File: config.mk
export PLATFORM = sky130hd
export DESIGN_NAME = sensor_sample_classifier_top
export DESIGN_NICKNAME = d
export VERILOG_FILES = /design/src/design/ssc_pkg.sv /design/src/design/ssc_lane.sv /design/src/design/ssc_merge.sv /design/src/design/ssc_out_buf.sv /design/src/design/sensor_sample_classifier_top.sv
export SDC_FILE = /design/constraint.sdc
export NUM_CORES = 1
export LEC_CHECK = 0
export ABC_AREA = 1
export ABC_CLOCK_PERIOD_IN_PS = 15700
export BUFFER_PORTS_ARGS = -buffer_cell sky130_fd_sc_hd__buf_4
export CAP_MARGIN = 10
export CORE_MARGIN = 10
export CORE_UTILIZATION = 65
export DETAILED_ROUTE_END_ITERATION = 7
export PLACE_DENSITY = 0.86
export RECOVER_POWER = 50
export SYNTH_ARGS = -nofsm -noshare
export SYNTH_HDL_FRONTEND = slang
export SYNTH_SLANG_ARGS = --single-unit
File: constraint.sdc
create_clock -name i_clk -period 15.7 [get_ports i_clk]
set_input_delay 3.14 -clock i_clk [delete_from_list [all_inputs] [get_ports i_clk]]
set_output_delay 3.14 -clock i_clk [all_outputs]
set_load 0.02 [all_outputs]
File: src/design/ssc_pkg.sv
// ----------------------------------------------------------------------------
// ssc_pkg
// Shared types and constants of the sensor sample classifier: status codes,
// per-channel physical limits in Q11.8 LSBs, lane flags and the result word.
// ----------------------------------------------------------------------------
package ssc_pkg;

    // status codes of one classified frame
    localparam logic [1:0] ST_VALID = 2'd0;
    localparam logic [1:0] ST_DUPE  = 2'd1;
    localparam logic [1:0] ST_RANGE = 2'd2;
    localparam logic [1:0] ST_SPIKE = 2'd3;

    // configuration register indexes
    localparam logic [7:0] REG_DUP_TOL = 8'd0;
    localparam logic [7:0] REG_PERIOD  = 8'd1;

    localparam int MAX_LANES = 8;

    typedef logic [15:0] t_limit;

    // upper limit and largest step of each channel (lower limit is zero)
    localparam t_limit LIM_MAX [MAX_LANES] = '{
        16'd10240, 16'd25600, 16'd25600, 16'd5120, 16'd3584, 16'd1280, 16'd0, 16'd0
    };
    localparam t_limit LIM_STEP [MAX_LANES] = '{
        16'd1280, 16'd5120, 16'd15360, 16'd768, 16'd256, 16'd128, 16'd0, 16'd0
    };

    // what one lane found for its channel
    typedef struct packed {
        logic within_tol;
        logic range_fail;
        logic step_fail;
    } t_lane_flags;

    // result word, status in the lowest bits
    typedef struct packed {
        logic       analysis_due;
        logic [8:0] ring_fill;
        logic [7:0] ring_slot;
        logic [2:0] failing_channel;
        logic [1:0] status;
    } t_result;

endpackage

File: src/design/ssc_lane.sv
// ----------------------------------------------------------------------------
// ssc_lane
// Checks one channel: distance to the base value against the duplicate
// tolerance and the step limit, and the value against its physical range.
// ----------------------------------------------------------------------------
module ssc_lane #(
    parameter int VALUE_WIDTH = 20,
    parameter int LANE        = 0
) (
    input  logic signed [VALUE_WIDTH-1:0] i_value,
    input  logic signed [VALUE_WIDTH-1:0] i_base,
    input  logic        [7:0]             i_tolerance,
    output ssc_pkg::t_lane_flags          o_flags
);

    localparam int DW = VALUE_WIDTH + 1;
    localparam int CW = (DW > 16) ? DW : 16;

    logic [DW-1:0] w_diff;
    logic [DW-1:0] w_abs;
    logic [CW-1:0] w_abs_ext;
    logic [CW-1:0] w_mag_ext;

    // absolute difference to the base, one bit wider than the value
    assign w_diff    = {i_value[VALUE_WIDTH-1], i_value} - {i_base[VALUE_WIDTH-1], i_base};
    assign w_abs     = w_diff[DW-1] ? (~w_diff + 1'b1) : w_diff;
    assign w_abs_ext = CW'(w_abs);
    assign w_mag_ext = CW'(i_value[VALUE_WIDTH-2:0]);

    // compares against tolerance, step and range
    assign o_flags.within_tol = (w_abs_ext <= CW'(i_tolerance));
    assign o_flags.step_fail  = (w_abs_ext > CW'(ssc_pkg::LIM_STEP[LANE]));
    assign o_flags.range_fail = i_value[VALUE_WIDTH-1] ||
                                (w_mag_ext > CW'(ssc_pkg::LIM_MAX[LANE]));

endmodule

File: src/design/ssc_merge.sv
// ----------------------------------------------------------------------------
// ssc_merge
// Combines the lane flags into the frame status and the first failing
// channel, range before step within a channel.
// ----------------------------------------------------------------------------
module ssc_merge #(
    parameter int CHANNELS = 6
) (
    input  ssc_pkg::t_lane_flags i_flags [CHANNELS],
    input  logic                 i_base_present,
    input  logic                 i_seq_match,
    output logic [1:0]           o_status,
    output logic [2:0]           o_failing_channel
);

    logic w_same;

    // all channels within tolerance of the base
    always_comb begin
        w_same = 1'b1;
        for (int i = 0; i < CHANNELS; i++) begin
            if (!i_flags[i].within_tol) begin
                w_same = 1'b0;
            end
        end
    end

    // duplicate first, then first channel out of range or stepping too far
    always_comb begin
        logic found;
        found             = 1'b0;
        o_status          = ssc_pkg::ST_VALID;
        o_failing_channel = 3'(CHANNELS);
        if (i_base_present && (i_seq_match || w_same)) begin
            o_status = ssc_pkg::ST_DUPE;
        end else begin
            for (int i = 0; i < CHANNELS; i++) begin
                if (!found) begin
                    if (i_flags[i].range_fail) begin
                        found             = 1'b1;
                        o_status          = ssc_pkg::ST_RANGE;
                        o_failing_channel = 3'(i);
                    end else if (i_base_present && i_flags[i].step_fail) begin
                        found             = 1'b1;
                        o_status          = ssc_pkg::ST_SPIKE;
                        o_failing_channel = 3'(i);
                    end
                end
            end
        end
    end

endmodule

File: src/design/ssc_out_buf.sv
// ----------------------------------------------------------------------------
// ssc_out_buf
// Output register with a skid stage, so a new word is taken while a finished
// result still waits for the receiver.
// ----------------------------------------------------------------------------
module ssc_out_buf (
    input  logic             i_clk,
    input  logic             i_rst_n,
    input  logic             i_valid,
    output logic             o_ready,
    input  ssc_pkg::t_result i_data,
    output logic             o_valid,
    input  logic             i_ready,
    output ssc_pkg::t_result o_data
);

    logic             r_out_valid;
    logic             r_skid_valid;
    ssc_pkg::t_result r_out_data;
    ssc_pkg::t_result r_skid_data;
    logic             w_push;
    logic             w_pop;

    assign o_ready = !r_skid_valid;
    assign o_valid = r_out_valid;
    assign o_data  = r_out_data;
    assign w_push  = i_valid && !r_skid_valid;
    assign w_pop   = r_out_valid && i_ready;

    // control flags
    always_ff @(posedge i_clk) begin
        if (!i_rst_n) begin
            r_out_valid  <= 1'b0;
            r_skid_valid <= 1'b0;
        end else begin
            if (!r_out_valid || w_pop) begin
                r_out_valid  <= r_skid_valid || w_push;
                r_skid_valid <= 1'b0;
            end else if (w_push) begin
                r_skid_valid <= 1'b1;
            end
        end
    end

    // payload
    always_ff @(posedge i_clk) begin
        if (!r_out_valid || w_pop) begin
            if (r_skid_valid) begin
                r_out_data <= r_skid_data;
            end else if (w_push) begin
                r_out_data <= i_data;
            end
        end else if (w_push) begin
            r_skid_data <= i_data;
        end
    end

endmodule

File: src/design/sensor_sample_classifier_top.sv
// ----------------------------------------------------------------------------
// sensor_sample_classifier_top
// Classifies sensor frames as valid, duplicate, out of range or spike.
// ----------------------------------------------------------------------------
// Usage:
//   Slave stream (i_s_*) takes one frame per word: CHANNELS readings of
//   VALUE_WIDTH bits (signed Q11.8), then the 32-bit sequence number and
//   the 32-bit timestamp. Master stream (o_m_*) returns one result word per
//   frame: status, failing channel, ring slot, ring fill, analysis due.
//   Configuration is a plain write port: index 0 duplicate tolerance,
//   index 1 analysis period; other indexes are ignored. Write it only while
//   no frame is in flight.
//   All channels are checked in parallel lanes and merged in the cycle the
//   frame is accepted, which is also when the base frame, ring head, fill
//   count and trigger time update. The result reaches the master side from
//   the output register; one frame per cycle while the receiver takes them.
//   An output register plus a skid stage hold up to two results, so one
//   more frame is taken while the receiver stalls; tready then drops.
//   Reset (synchronous, active low) clears the base, ring counters, trigger
//   time and registers (tolerance 0, period 60).
// ----------------------------------------------------------------------------
module sensor_sample_classifier_top #(
    parameter int CHANNELS    = 6,
    parameter int RING_DEPTH  = 256,
    parameter int VALUE_WIDTH = 20
) (
    input  logic                                        i_clk,
    input  logic                                        i_rst_n,
    // config write port
    input  logic                                        i_cfg_we,
    input  logic [7:0]                                  i_cfg_addr,
    input  logic [15:0]                                 i_cfg_wdata,
    // slave stream
    input  logic                                        i_s_tvalid,
    output logic                                        o_s_tready,
    // channel 0 .. CHANNELS-1, sequence_number, timestamp, zero pad
    input  logic [((CHANNELS*VALUE_WIDTH+64+7)/8)*8-1:0] i_s_tdata,
    // master stream
    output logic                                        o_m_tvalid,
    input  logic                                        i_m_tready,
    // status, failing_channel, ring_slot, ring_fill, analysis_due, zero pad
    output logic [23:0]                                 o_m_tdata
);

    localparam int HW   = (RING_DEPTH > 1) ? $clog2(RING_DEPTH) : 1;
    localparam int CNTW = $clog2(RING_DEPTH + 1);
    localparam int SEQ_LO = CHANNELS * VALUE_WIDTH;
    localparam int TS_LO  = SEQ_LO + 32;

    logic signed [VALUE_WIDTH-1:0] w_value [CHANNELS];
    logic [31:0]                   w_seq;
    logic [31:0]                   w_ts;
    logic                          w_accept;

    logic [7:0]                    r_dup_tol;
    logic [15:0]                   r_period;
    logic signed [VALUE_WIDTH-1:0] r_base [CHANNELS];
    logic [31:0]                   r_base_seq;
    logic                          r_base_present;
    logic [HW-1:0]                 r_head;
    logic [CNTW-1:0]               r_count;
    logic [31:0]                   r_last_trig;

    logic [HW-1:0]                 n_head;
    logic [CNTW-1:0]               n_count;
    logic                          w_due;

    ssc_pkg::t_lane_flags          w_flags [CHANNELS];
    logic [1:0]                    w_status;
    logic [2:0]                    w_fail;
    logic                          w_seq_match;
    logic [HW+7:0]                 w_slot_ext;
    logic [CNTW+8:0]               w_fill_ext;
    ssc_pkg::t_result              w_result;
    ssc_pkg::t_result              w_out;
    logic                          w_buf_ready;

    assign o_s_tready = w_buf_ready;
    assign w_accept   = i_s_tvalid && w_buf_ready;
    assign w_seq      = i_s_tdata[SEQ_LO +: 32];
    assign w_ts       = i_s_tdata[TS_LO +: 32];

    // one lane per channel
    for (genvar g = 0; g < CHANNELS; g++) begin : g_lane
        assign w_value[g] = i_s_tdata[g*VALUE_WIDTH +: VALUE_WIDTH];
        ssc_lane #(
            .VALUE_WIDTH (VALUE_WIDTH),
            .LANE        (g)
        ) u_lane (
            .i_value     (w_value[g]),
            .i_base      (r_base[g]),
            .i_tolerance (r_dup_tol),
            .o_flags     (w_flags[g])
        );
    end

    // sequence number given and equal to the base
    assign w_seq_match = !w_seq[31] && (w_seq == r_base_seq);

    ssc_merge #(
        .CHANNELS (CHANNELS)
    ) u_merge (
        .i_flags           (w_flags),
        .i_base_present    (r_base_present),
        .i_seq_match       (w_seq_match),
        .o_status          (w_status),
        .o_failing_channel (w_fail)
    );

    // ring head and fill count after a valid frame
    assign n_head  = (r_head == HW'(RING_DEPTH - 1)) ? '0 : r_head + 1'b1;
    assign n_count = (r_count == CNTW'(RING_DEPTH)) ? r_count : r_count + 1'b1;

    // analysis trigger, 32-bit wrapping sum
    assign w_due = (r_last_trig == 32'd0) || (w_ts >= (r_last_trig + 32'(r_period)));

    // result word
    assign w_slot_ext = {8'd0, r_head};
    assign w_fill_ext = (w_status == ssc_pkg::ST_VALID) ? {9'd0, n_count} : {9'd0, r_count};
    assign w_result.status          = w_status;
    assign w_result.failing_channel = w_fail;
    assign w_result.ring_slot       = w_slot_ext[7:0];
    assign w_result.ring_fill       = w_fill_ext[8:0];
    assign w_result.analysis_due    = w_due;

    // configuration registers
    always_ff @(posedge i_clk) begin
        if (!i_rst_n) begin
            r_dup_tol <= 8'd0;
            r_period  <= 16'd60;
        end else if (i_cfg_we) begin
            case (i_cfg_addr)
                ssc_pkg::REG_DUP_TOL: r_dup_tol <= i_cfg_wdata[7:0];
                ssc_pkg::REG_PERIOD:  r_period  <= i_cfg_wdata;
                default: ;
            endcase
        end
    end

    // base frame, ring counters and trigger time
    always_ff @(posedge i_clk) begin
        if (!i_rst_n) begin
            r_base_present <= 1'b0;
            r_base_seq     <= 32'd0;
            r_head         <= '0;
            r_count        <= '0;
            r_last_trig    <= 32'd0;
            for (int i = 0; i < CHANNELS; i++) begin
                r_base[i] <= '0;
            end
        end else if (w_accept) begin
            if (w_status == ssc_pkg::ST_VALID) begin
                r_base_present <= 1'b1;
                r_base_seq     <= w_seq;
                r_head         <= n_head;
                r_count        <= n_count;
                for (int i = 0; i < CHANNELS; i++) begin
                    r_base[i] <= w_value[i];
                end
            end
            if (w_due) begin
                r_last_trig <= w_ts;
            end
        end
    end

    ssc_out_buf u_out_buf (
        .i_clk   (i_clk),
        .i_rst_n (i_rst_n),
        .i_valid (i_s_tvalid),
        .o_ready (w_buf_ready),
        .i_data  (w_result),
        .o_valid (o_m_tvalid),
        .i_ready (i_m_tready),
        .o_data  (w_out)
    );

    assign o_m_tdata = {1'b0, w_out};

endmodule

# Yosys cells after proc, flatten, opt, wreduce, memory -nomap -nowiden
# Memories as Yosys holds them, arrays and structs flattened.
# Index checks and enable logic that the tools add are counted.
# W data, S select, Z words.
[classes] addsub=15 order_cmp=19 eq_ne=4 n_mux=85 bitwise_logic=14 reduce_logical=34
[ops] op="$add A21 B1 Y21 const B" n=6
[ops] op="$le A21 B8 Y1" n=6
[ops] op="$mux W21" n=6
[ops] op="$not A21 Y21" n=6
[ops] op="$sub A20 B20 Y21" n=6
[ops] op="$mux W20" n=6
[ops] op="$mux W3" n=18
[ops] op="$mux W23" n=2
[ops] op="$mux W2" n=20
[ops] op="$gt A19 B15 Y1 const B" n=2
[ops] op="$add A32 B16 Y32" n=1
[ops] op="$eq A32 B32 Y1" n=1
[ops] op="$ge A32 B32 Y1" n=1
[ops] op="$logic_not A32 Y1" n=1
[ops] op="$mux W1" n=30
[ops] op="$gt A21 B10 Y1 const B" n=1
[ops] op="$gt A21 B11 Y1 const B" n=1
[ops] op="$gt A21 B13 Y1 const B" n=1
[ops] op="$gt A21 B14 Y1 const B" n=1
[ops] op="$gt A21 B8 Y1 const B" n=1
[ops] op="$gt A21 B9 Y1 const B" n=1
[ops] op="$gt A19 B11 Y1 const B" n=1
[ops] op="$gt A19 B12 Y1 const B" n=1
[ops] op="$gt A19 B13 Y1 const B" n=1
[ops] op="other kinds (18)" n=50
[totals] regBits=154 ram_bits=120 inputBits=213 output_inout_bits=26 n_memories=1
[mem_list] memory="r_base" depth=6 width=20 read_ports=6 rd_clocked_by_memory_dff=0 write_ports=6 line_no="sensor_sample_classifier_top.sv:57" rtl="logic signed [VALUE_WIDTH-1:0] r_base [CHANNELS];"

# Depth between registers and ports, before layout
# Gate-level depths: netlist of the first run.
# An unclocked memory read counts as a cell.
[logic_depth] depth_word=38 mapped_depth=43 ltp_nobuf=41

# Modules after synthesis
# A second synthesis of the first run with hierarchy kept.
[unflattened] hier_cells=4826 hier_area_um2=29822.4
[modules_own_cells] mod="sensor_sample_classifier_top" instances=1 cells_per_inst=1371 area_per_inst_um2=11413.4 seq_area_each_um2=5725.5
[modules_own_cells] mod="ssc_lane (g_lane[5].u_lane)" instances=1 cells_per_inst=571 area_per_inst_um2=2876.5 seq_area_each_um2=0.0
[modules_own_cells] mod="ssc_lane (g_lane[0].u_lane)" instances=1 cells_per_inst=544 area_per_inst_um2=2752.6 seq_area_each_um2=0.0
[modules_own_cells] mod="ssc_lane (g_lane[4].u_lane)" instances=1 cells_per_inst=547 area_per_inst_um2=2721.4 seq_area_each_um2=0.0
[modules_own_cells] mod="ssc_lane (g_lane[1].u_lane)" instances=1 cells_per_inst=552 area_per_inst_um2=2690.1 seq_area_each_um2=0.0
[modules_own_cells] mod="ssc_lane (g_lane[2].u_lane)" instances=1 cells_per_inst=546 area_per_inst_um2=2683.8 seq_area_each_um2=0.0
[modules_own_cells] mod="ssc_lane (g_lane[3].u_lane)" instances=1 cells_per_inst=512 area_per_inst_um2=2637.5 seq_area_each_um2=0.0
[modules_own_cells] mod="ssc_out_buf" instances=1 cells_per_inst=132 area_per_inst_um2=1811.7 seq_area_each_um2=1421.4
[modules_own_cells] mod="ssc_merge" instances=1 cells_per_inst=51 area_per_inst_um2=235.2 seq_area_each_um2=0.0

# Worst setup path before layout of the first run
# No wires, ideal clock.
[synth_timing] kind="input -> register" from="input i_s_tdata[100]" to="memory r_base[0][0] (enable)" arrival_time_ns=8.488 slack_ns=6.783 stages=39 n_path_buf=2 cell_sequence="inv_1 > ha_1 > inv_1 > fa_1 > nand2_1 > o21bai_1 > nand2_1 > o211ai_1 > a21oi_1 > inv_1 > nand2_1 > nand2_1 > inv_2 > buf_2 > o21ai_0 > ha_1 > nand2_1 > o21ai_0 > [... 3 more ...] > o21ai_0 > nand2_1 > nand2_1 > nand2_1 > nand2_1 > nor3_1 > nand4_1 > nor2_1 > nand4_1 > nor2_1 > nand3_1 > nor2_1 > nand3_1 > nand2_1 > nand2_1 > nand4_4 > nand2_1 > buf_2"
[synth_lines] element="start: declaration" line_no="sensor_sample_classifier_top.sv:37" rtl="input logic [((CHANNELS*VALUE_WIDTH+64+7)/8)*8-1:0] i_s_tdata,"
[synth_lines] element="end: declaration" line_no="sensor_sample_classifier_top.sv:57"

==> results of run 1 <==
[power breakdown]
group / switching [mW] / internal (mW)
sequential: 0.0180 / 0.794
combinational: 0.608 / 0.340
clock: 0.311 / 0.390
total: 0.938 / 1.52
[cell type report]
cell class | instances | area [um^2]
inverter | 687 | 2590
sequential | 274 | 7150
fill | 3550 | 11000
timing repair buffer | 242 | 1700
clock inverter | 19 | 154
clock buffer | 37 | 820
multi-input combinational | 3020 | 16600
tap | 532 | 666
[placed cells by master (no fill, tap or decap), drive strengths merged, types with 16 or more instances in the layout]
| cell | Yosys | routed |
|---|---|---|
| edfxtp | 166 | 166 |
| nand4 | 92 | 92 |
| nand3b | 26 | 26 |
| xor2 | 114 | 114 |
| a21oi | 186 | 186 |
| ha | 225 | 225 |
| xnor2 | 26 | 26 |
| nand2 | 1136 | 1136 |
| clkbuf | 22 | 69 |
| dfxtp | 108 | 108 |
| clkinv | 6 | 20 |
| nor2 | 488 | 488 |
| o21ai | 176 | 176 |
| nand3 | 282 | 282 |
| nor4 | 30 | 30 |
| nor3 | 52 | 52 |
| conb | 1 | 41 |
| or2 | 16 | 16 |
| a211oi | 17 | 17 |
| inv | 681 | 684 |
| buf | 37 | 210 |
[registers in the layout, indices dropped and copies added (netlist names)]
| register | count |
|---|---|
| r_period | 16 |
| u_out_buf.o_data | 23 |
| r_head | 8 |
| u_out_buf.r_skid_data | 23 |
| u_out_buf.r_skid_valid | 1 |
| r_base | 120 |
| u_out_buf.o_valid | 1 |
| r_base_seq | 32 |
| r_last_trig | 32 |
| r_dup_tol | 8 |
| r_base_present | 1 |
| r_count | 9 |
[kinds of logic (layout without fill, tap and decap cells)]
group / Yosys count / count (layout) / share of synthesized area, %
flip-flops: 274 / 274 / 26.9
multiplexers: 1 / 1 / 0.0377
buffers and inverters: 746 / 985 / 11.1
other: 1 / 41 / 0.0141
AND/OR/NAND/NOR: 2139 / 2139 / 36.3
AO/OA/AOI/OAI: 467 / 467 / 9.90
adder cells (fa/ha/maj): 232 / 232 / 11.1
XOR/XNOR: 140 / 140 / 4.67
[layer usage]
metal / wire length (um) / share of wire (%) / track usage, % / vias up
li1: - / - / - / 13411
met1: 29800 / 42 / 33.2 / 11753
met2: 34300 / 49 / 49.0 / 731
met3: 4000 / 5.7 / 3.94 / 163
met4: 2400 / 3.4 / 9.57 / 6
met5: 40 / 0.057 / 0 / -
[stage by stage]
| stage | utilization, % | std cells |
|---|---|---|
| after floorplan | - | 4040 |
| after CTS | 73.4 | 4811 |
| after global placement | 71.0 | 4755 |
| after global routing | 73.1 | 4811 |
| after detailed placement | 71.0 | 4755 |
| final | 73.1 | 4811 |
[worst max-delay path, delay by kind of cell]
family | cells | cell delay [ps]
buf+inv | 6 | 1620
fa+ha+maj | 3 | 760
compound gates | 4 | 880
simple gates | 25 | 4540
[worst min-delay path by stage]
| stage | slack, ps | cells after the start | from | end |
|---|---|---|---|---|
| floorplan | 430 | 0 | r_head[1]$_SDFFE_PN0P_ | u_out_buf.r_skid_data[6]$_DFFE_PP_ |
| global placement | 450 | 0 | r_head[1]$_SDFFE_PN0P_ | u_out_buf.r_skid_data[6]$_DFFE_PP_ |
| detailed placement | 450 | 0 | r_head[1]$_SDFFE_PN0P_ | u_out_buf.r_skid_data[6]$_DFFE_PP_ |
| CTS | 460 | 0 | r_head[1]$_SDFFE_PN0P_ | u_out_buf.r_skid_data[6]$_DFFE_PP_ |
| global route | 480 | 0 | r_head[1]$_SDFFE_PN0P_ | u_out_buf.r_skid_data[6]$_DFFE_PP_ |
| finish | 460 | 0 | r_head[1]$_SDFFE_PN0P_ | u_out_buf.r_skid_data[6]$_DFFE_PP_ |
==> summary.md, run 1 <==
| Metric | Value |
|---|---|
| R2r setup slk | 7210 ps |
| PortBufs | 237 |
| Synth Warn # | 0 |
| DRT iter0 DRCs | 1,966 |
| CTS tree | yes |
| Register area share after synthesis | 26.9% |
| First-pass GRT wire length | 117 mm |
| Initial antenna violation count | 3 |
| Root buffer cell | clkbuf_16 |
| Slew Viols, Final | 86 |
| Top cells by count, synth | nand2_1, inv_1, nor2_1 |
| Worst vdd ir | 0.0884 mV |
| Most frequent cell after synthesis | nand2_1 |
| Core Region | 40,600 um^2 |
| Period minus WS final | 10,860 ps |
| Initial DRT Pass Iterations | 5 |
| Post-Syn Area per Cell | 6.65 um^2 |
| Share of the synthesized area in the top cell type | 18.8% |
| Clock buffer depth | 3 |
| Clock Latency Late Sink | 620 ps |
| Hold Vio Cnt, Final | 0 |
| ANT nets after route | 0 |
| Final HPWL DP | 55.2 mm |
| Vias in the first global route | 25,011 |
| Critical-path top delay cell | nand2_4 |
| Run status | complete, but fails checks |
| CP arrival | 11,090 ps |
| Die Footprint | 49,400 um^2 |
| Gr usage total | 27.5% |
| Tcrit/Tclk final | 69.1% |
| Peak Freq | 0.0921 GHz |
| Chip width | 222 um |
| Unrepaired setup endpoints after global routing | no |
| DR DRC count | 0 |
| CTS resizes | 0 |
| Unique masters post-synth | 68 |
| Top post-synthesis cells by area | edfxtp_1, nand2_1, ha_1 |
| CP Capture Type | flop |
| WHS | 462 ps |
| Setup Total Neg Slack | 0 ps |
| Via/cell ratio | 5.42 |
| Vias post-DR | 26,064 |
| Rows | 74 |
| Synthesis-to-layout area growth | 11.7% |
| Cell Pwr Density | 82.9 nW/um^2 |
| Path depth of the worst reg2reg path | 36 |
| Number of max-cap violations | 2 |
| Setup WS post-layout | 4840 ps |
| Critical path origin | i_s_tdata[60] |
| Mapped Area | 26,600 um^2 |
| # nets final | 4,700 |
| # IOs | 239 |
| Share of layout cells above drive strength 1 | 9.49% |
| Setup crit end | r_base[3][13]$_SDFFCE_PN0P_ |
| Overflow after GRT | 0 |
| Wire length per cell | 14.7 um |
| Routability cong. | 0.964 |
| CTS clk-pin slew, worst paths | 60 ps |
| Largest net degree at the start of global routing | 79 |
| Area after DPL | 28,900 um^2 |
| Yosys top cell by area | edfxtp_1 |
| Mapped Cells | 4,000 |
| Ys flop type | edfxtp_1 |
| Post-synthesis async set-or-reset flop share | 0% |
| Reg2reg start | r_base[3][0]$_SDFFCE_PN0P_ |
| Postcts setup bufs | 0 |
| Critical path class | primary input to flop |
| Initial Utilization | 65.4% |
| Crit Reg-Reg Endpoint | r_base[3][13]$_SDFFCE_PN0P_ |
| Clock sink count | 274 |
| Endpoints failing setup | 0 |
| Critical path's most frequent cell | nand2_1 |
| FF+latch count, synth | 274 |
| Failing checks | max-capacitance violations, max-slew violations |
| Pre-CTS setup slack | 5330 ps |
| Die H | 222 um |
| Design Power | 2.46 mW |
| Slew headroom | -69.7% |
| Crit-path max FO | 78 |
| Worst slew pin tran | 2550 ps |
| Final Skew | 48.9 ps |
| TritonCTS buffer count | 30 |
| Number of synthesized flops with an enable pin | 166 |
| Fin area | 29,700 um^2 |
| CTS Hold Buffers Added | 0 |
| Final Routed Wirelength | 70.6 mm |
| # H-tree levels | 1 |
| Startpoint types | primary input |
| Worst hold path type | flop to flop |
| Max incr delay on CP | 1250 ps |
| Leakage | 15.0 nW |
| N_diodes | 0 |
| CP required | 15,940 ps |
(Power assumes the default switching activity.)
==> inputs of run 2 (changes only) <==
- ABC_CLOCK_PERIOD_IN_PS: 15700 -> 10500
- CORE_UTILIZATION: 65 -> 62
- PLACE_DENSITY: 0.86 -> 0.83
- clock period: 15.7 -> 10.5 ns (I/O delays scaled with it)
==> run 2 against run 1 <==
The run still ends with max-capacitance violations, max-slew violations left; worst hold slack gained 0.81 ps; die area is 4.4% higher; critical path depth rose by 1; global-route usage down 0.83 points; first-iteration DRC count is 15% lower; clock power up 78%; clock skew is 25 ps lower; register-to-register slack got worse by 4200 ps; flip-flop and latch count unchanged; non-clock buffer count rose by 2.
==> summary.md, run 2 (same netlist as run 1, synthesis figures left out) <==
| Metric | Value |
|---|---|
| Area after DPL | 28,900 um^2 (+0.13%) |
| # IOs | 239 (unchanged) |
| # fillers | 3,644 (+2.6%) |
| # H-tree levels | 2 (+1) |
| Slew headroom | -62.0% (+7.7 points) |
| Share of layout cells above drive strength 1 | 9.71% (+0.22 points) |
| Critical-path top delay cell | nand2_2 |
| Internal | 2.44 mW (+60%) |
| Chip width | 227 um (+2.2%) |
| CTS resizes | 0 (unchanged) |
| Startpoint types | primary input |
| Die H | 227 um (+2.2%) |
| Core Region | 42,100 um^2 (+3.7%) |
| Failing checks | max-capacitance violations, max-slew violations |
| CTS clk-pin slew, worst paths | 60 ps (about the same) |
| WHS | 462 ps (+0.805 ps) |
| Clock Latency Late Sink | 570 ps (-50 ps) |
| Initial DRT Pass Iterations | 6 (+1) |
| Final Routed Wirelength | 69.7 mm (-1.2%) |
| CP Capture Type | flop |
| Worst vdd ir | 0.134 mV (+52%) |
| Gr usage total | 26.7% (-0.83 points) |
| Endpoints failing setup | 0 (unchanged) |
| Root buffer cell | clkbuf_16 |
| CTS tree | yes |
| Setup Total Neg Slack | 0 ps (unchanged) |
| First-pass GRT wire length | 114 mm (-2.3%) |
| Die Footprint | 51,600 um^2 (+4.4%) |
| Routability cong. | 0.946 (-1.9%) |
| Vias post-DR | 25,795 (-1.0%) |
| TritonCTS buffer count | 34 (+13%) |
| Postcts setup bufs | 0 (unchanged) |
| Unrepaired setup endpoints after global routing | no |
| CTS Hold Buffers Added | 0 (unchanged) |
| Vias in the first global route | 24,313 (-2.8%) |
| Hold Vio Cnt, Final | 0 (unchanged) |
| DR DRC count | 0 (unchanged) |
| CP arrival | 9090 ps (-2000 ps) |
| Number of max-cap violations | 3 (+1) |
| Largest registers | r_base (120), r_base_seq (32), r_last_trig (32) |
| Slew Viols, Final | 160 (+86%) |
| Largest register FFs | 120 (unchanged) |
| Commonest cells after routing, fill and taps aside | nand2_1, inv_1, nor2_1, nand3_1, ha_1 |
| Cell Pwr Density | 129 nW/um^2 (+56%) |
| Peak Freq | 0.113 GHz |
| Critical path's most frequent cell | nand2_1 |
| Initial Utilization | 63.1% (-2.3 points) |
| Leakage | 15.1 nW (+0.75%) |
| Total net switching power | 1.43 mW (+53%) |
| Fin area | 30,000 um^2 (+0.87%) |
| Final Skew | 23.5 ps (-25.4 ps) |
| Clock buffer depth | 3 (unchanged) |
| Wire length per cell | 14.4 um (-1.6%) |
| Most flop-heavy register | r_base |
| CP required | 10,750 ps (-5190 ps) |
| Via/cell ratio | 5.34 (-1.4%) |
| # nets final | 4,706 (+0.13%) |
| Synthesis-to-layout area growth | 12.7% |
| Critical path class | primary input to flop |
| Tcrit/Tclk final | 84.2% |
| Sw Share | 37.0% (-1.1 points) |
| Rows | 75 (+1.4%) |
| Worst slew pin tran | 2430 ps (-115 ps) |
| Clock sink count | 274 (unchanged) |
| DRT iter0 DRCs | 1,664 (-15%) |
| Overflow after GRT | 0 (unchanged) |
| Run status | complete, but fails checks |
| Largest net degree at the start of global routing | 75 (-5.1%) |
| Max incr delay on CP | 1010 ps (-240 ps) |
| Clk pwr share | 32.4% (+3.9 points) |
| Crit-path max FO | 74 (-5.1%) |
| Sequential Power Share | 31.3% (-1.7 points) |
| Worst hold path type | flop to flop |
| PortBufs | 237 (unchanged) |
| Power share of the combinational group | 36.3% (-2.2 points) |
| Initial antenna violation count | 7 (+4) |
| Most common cell after layout, fill and taps aside | nand2_1 |
| Period minus WS final | 8840 ps |
| Final HPWL DP | 54.9 mm (-0.50%) |
| ANT nets after route | 0 (unchanged) |
[run 2: per-stage QoR]
stage | instances | total power, mW | worst slack (ps) | util, %
detailed placement | 4764 | 2.63 | 1640 | 68.6
global route | 4827 | 4.15 | 749 | 71.1
finish | 4828 | 3.88 | 1660 | 71.1
CTS | 4825 | 3.89 | 2140 | 71.4
global placement | 4764 | 2.60 | 1800 | 68.6
floorplan | 4040 | 2.29 | 2620 | -
[run 2: power by group through the flow]
stage                     registers, mW  logic (mW)  clock network (mW)
after global placement             1.23        1.37                   0
after global routing               1.22        1.62                1.31
after CTS                          1.21        1.40                1.28
final                              1.21        1.41                1.25
after detailed placement           1.24        1.39                   0
after floorplan                    1.24        1.05                   0
[run 2: per-layer routing]
metal	vias to the layer above	wire length (um)	GRT usage, %
met5	-	47	0
met4	8	2400	9.69
met3	142	4220	5.71
met2	645	33500	46.6
met1	11557	29500	31.8
li1	13443	-	-
[run 2: final cells by class]
| type | instances | area [um^2] | area share (%) |
|---|---|---|---|
| repair buffers | 244 | 1740 | 5.79 |
| clock buffers | 43 | 947 | 3.16 |
| flip-flops and latches | 274 | 7150 | 23.9 |
| diodes | 3 | 7.51 | 0.0251 |
| well taps | 539 | 674 | 2.25 |
| multi-input cells | 3020 | 16600 | 55.5 |
| inverters | 687 | 2590 | 8.63 |
| clock inverters | 18 | 228 | 0.760 |
[run 2: path summary, 6_finish.rpt]
check	start	end	slack [ps]	cells past startpoint
worst max-delay path	i_s_tdata[60]	r_base[4][12]$_SDFFCE_PN0P_	1660	39
worst min-delay path	r_head[1]$_SDFFE_PN0P_	u_out_buf.r_skid_data[6]$_DFFE_PP_	460	0
worst max register to register	r_base[3][0]$_SDFFCE_PN0P_	r_base[4][12]$_SDFFCE_PN0P_	3030	37
worst min register to register	r_head[1]$_SDFFE_PN0P_	u_out_buf.r_skid_data[6]$_DFFE_PP_	460	0
[run 2: critical path, delay by kind of cell]
family                   cells  cell delay (ps)
buffers and inverters        6             1280
AO/OA/AOI/OAI                5              830
AND/OR/NAND/NOR             25             4190
adder cells (fa/ha/maj)      3              660
==> inputs of run 3 (changes only) <==
- ABC_CLOCK_PERIOD_IN_PS: 10500 -> 9200
- clock period: 10.5 -> 9.2 ns (I/O delays scaled with it)
==> run 3 against run 2 <==
The flow still finishes with violations (max-capacitance violations, max-slew violations); via count about the same; flip-flop and latch count unchanged; cell area decreased by 0.81%; sequential power increased by 15%; clock-buffer cell count increased by 1; register-to-register slack got worse by 920 ps; final cell count about the same; total power increased by 8.2%; critical endpoint is now r_base[1][9]$_SDFFCE_PN0P_.
==> summary.md, run 3 (same netlist as run 1, synthesis figures left out) <==
| Metric | Value |
|---|---|
| Run status | complete, but fails checks |
| Failing checks | max-capacitance violations, max-slew violations |
| Design Power | 4.20 mW (+8.2%) |
| Most flop-heavy register | r_base |
| ANT nets after route | 0 (unchanged) |
| # H-tree levels | 1 (-1) |
| Placed Cells | 4,767 (+0.063%) |
| DR DRC count | 0 (unchanged) |
| Setup Total Neg Slack | 0 ps (unchanged) |
| Leakage | 15.0 nW (-0.45%) |
| CTS resizes | 0 (unchanged) |
| Postcts setup bufs | 0 (unchanged) |
| Clock sink count | 274 (unchanged) |
| Gr usage total | 26.4% (-0.30 points) |
| Crit-path max FO | 43 (-42%) |
| Utilization after layout | 70.5% (-0.58 points) |
| Via/cell ratio | 5.34 (about the same) |
| Wire length per cell | 14.4 um (-0.12%) |
| Slew Viols, Final | 62 (-61%) |
| Pre-CTS setup slack | 1110 ps (-529 ps) |
| Number of max-cap violations | 1 (-2) |
| Critical path's most frequent cell | nand2_1 |
| Endpoints failing setup | 0 (unchanged) |
| Vias post-DR | 25,797 (+0.0078%) |
| Initial Utilization | 63.1% (unchanged) |
| TritonCTS buffer count | 30 (-12%) |
| Largest registers | r_base (120), r_base_seq (32), r_last_trig (32) |
| CTS clk-pin slew, worst paths | 60 ps (about the same) |
| Critical-path top delay cell | inv_8 |
| Path depth of the worst reg2reg path | 32 (-14%) |
| Worst slew pin tran | 2530 ps (+103 ps) |
| Die Footprint | 51,600 um^2 (unchanged) |
| Largest net degree at the start of global routing | 68 (-9.3%) |
| Vias in the first global route | 24,594 (+1.2%) |
| Overflow after GRT | 0 (unchanged) |
| Critical path class | primary input to flop |
| Chip width | 227 um (unchanged) |
| Initial antenna violation count | 5 (-2) |
| Clock Latency Late Sink | 590 ps (+20 ps) |
| Hold Vio Cnt, Final | 0 (unchanged) |
| # fillers | 3,735 (+2.5%) |
| Share of layout cells above drive strength 1 | 9.38% (-0.32 points) |
| Routability cong. | 0.977 (+3.3%) |
| Initial DRT Pass Iterations | 6 (unchanged) |
| Peak Freq | 0.131 GHz |
| Largest register FFs | 120 (unchanged) |
| PortBufs | 237 (unchanged) |
| Max incr delay on CP | 430 ps (-580 ps) |
| DRT iter0 DRCs | 1,848 (+11%) |
| Period minus WS final | 7650 ps |
| Hold path depth | 0 (unchanged) |
| Worst vdd ir | 0.172 mV (+28%) |
| Final std cells w/o fill | 4,827 (-0.021%) |
| CP Capture Type | flop |
| # IOs | 239 (unchanged) |
| First-pass GRT wire length | 114 mm (about the same) |
| Startpoint types | primary input |
| Commonest cells after routing, fill and taps aside | nand2_1, inv_1, nor2_1, nand3_1, ha_1 |
| Final Routed Wirelength | 69.6 mm (-0.14%) |
| Slew headroom | -68.9% (-6.9 points) |
| Die H | 227 um (unchanged) |
| Final HPWL DP | 55.5 mm (+1.1%) |
| CTS Hold Buffers Added | 0 (unchanged) |
| CP required | 9510 ps (-1240 ps) |
| Final Skew | 31.7 ps (+8.14 ps) |
| Rows | 75 (unchanged) |
| Tcrit/Tclk final | 83.1% |
| Root buffer cell | clkbuf_16 |
| # nets final | 4,706 (unchanged) |
| Unrepaired setup endpoints after global routing | no |
| Cell Pwr Density | 141 nW/um^2 (+9.1%) |
| Most common cell after layout, fill and taps aside | nand2_1 |
| CP arrival | 7960 ps (-1130 ps) |
| Clock buffer depth | 3 (unchanged) |
| Setup WS post-layout | 1550 ps (-108 ps) |
| Core Region | 42,100 um^2 (unchanged) |
| Worst hold path type | flop to flop |
| Synthesis-to-layout area growth | 11.8% |
| CTS tree | yes |
-- run 3: cell types whose count changed in the layout (fill, tap and decap cells not counted), moves of 3 or more --
cell       delta
clkbuf_16     -6
nor2_1       +12
nor2_4       -12
clkbuf_8      +4
inv_6         -3
o21ai_1      +15
o21ai_0      -16
bufinv_16     -3
-- run 3: per-layer routing --
| layer | vias up | GRT usage [%] | wire (um) | part of all wire (%) |
|---|---|---|---|---|
| met1 | 11594 | 32.1 | 29500 | 42 |
| met3 | 146 | 4.12 | 3810 | 5.5 |
| met5 | - | 0 | 25 | 0.036 |
| met2 | 626 | 46.3 | 33800 | 48 |
| li1 | 13427 | - | - | - |
| met4 | 4 | 10.0 | 2500 | 3.6 |
-- run 3: area by class of cell --
cell class	count	area, um^2	area share (%)
multi-input cells	3020	16500	55.6
clock inverters	12	109	0.366
well taps	539	674	2.27
clock buffers	44	865	2.91
flip-flops and latches	274	7150	24.1
repair buffers	248	1790	6.03
diodes	3	7.51	0.0253
inverters	687	2590	8.70
-- run 3: per-stage QoR --
| stage | area, um^2 | hold WS, ps |
|---|---|---|
| global route | 29700 | 478 |
| detailed placement | 29000 | 452 |
| finish | 29700 | 459 |
| global placement | 29000 | 444 |
| CTS | 29900 | 469 |
| floorplan | 26700 | 434 |
-- run 3: critical path: cells and delay by family --
kind                       cells  cell delay [ps]
AOI/OAI and AO/OA              7              910
xor gates and xnor gates       1              190
adders and majority gates      3              820
buffers and inverters          7             1240
and+or+nand+nor               24             2760
-- run 3: report_power, final --
group          leakage [nW]  internal, mW  switching (mW)  total [mW]
clock                 0.484         0.681           0.515        1.20
sequential             2.53          1.35          0.0307        1.39
combinational          12.0         0.584            1.03        1.61
total                  15.0          2.62            1.58        4.20
-- run 3: final timing paths --
check                              start                                 end  slack, ps
max                       i_s_tdata[100]          r_base[1][9]$_SDFFCE_PN0P_       1550
min               r_head[1]$_SDFFE_PN0P_  u_out_buf.r_skid_data[6]$_DFFE_PP_        460
max reg2reg  r_last_trig[0]$_SDFFE_PN0P_        r_last_trig[11]$_SDFFE_PN0P_       2110
min reg2reg       r_head[1]$_SDFFE_PN0P_  u_out_buf.r_skid_data[6]$_DFFE_PP_        460
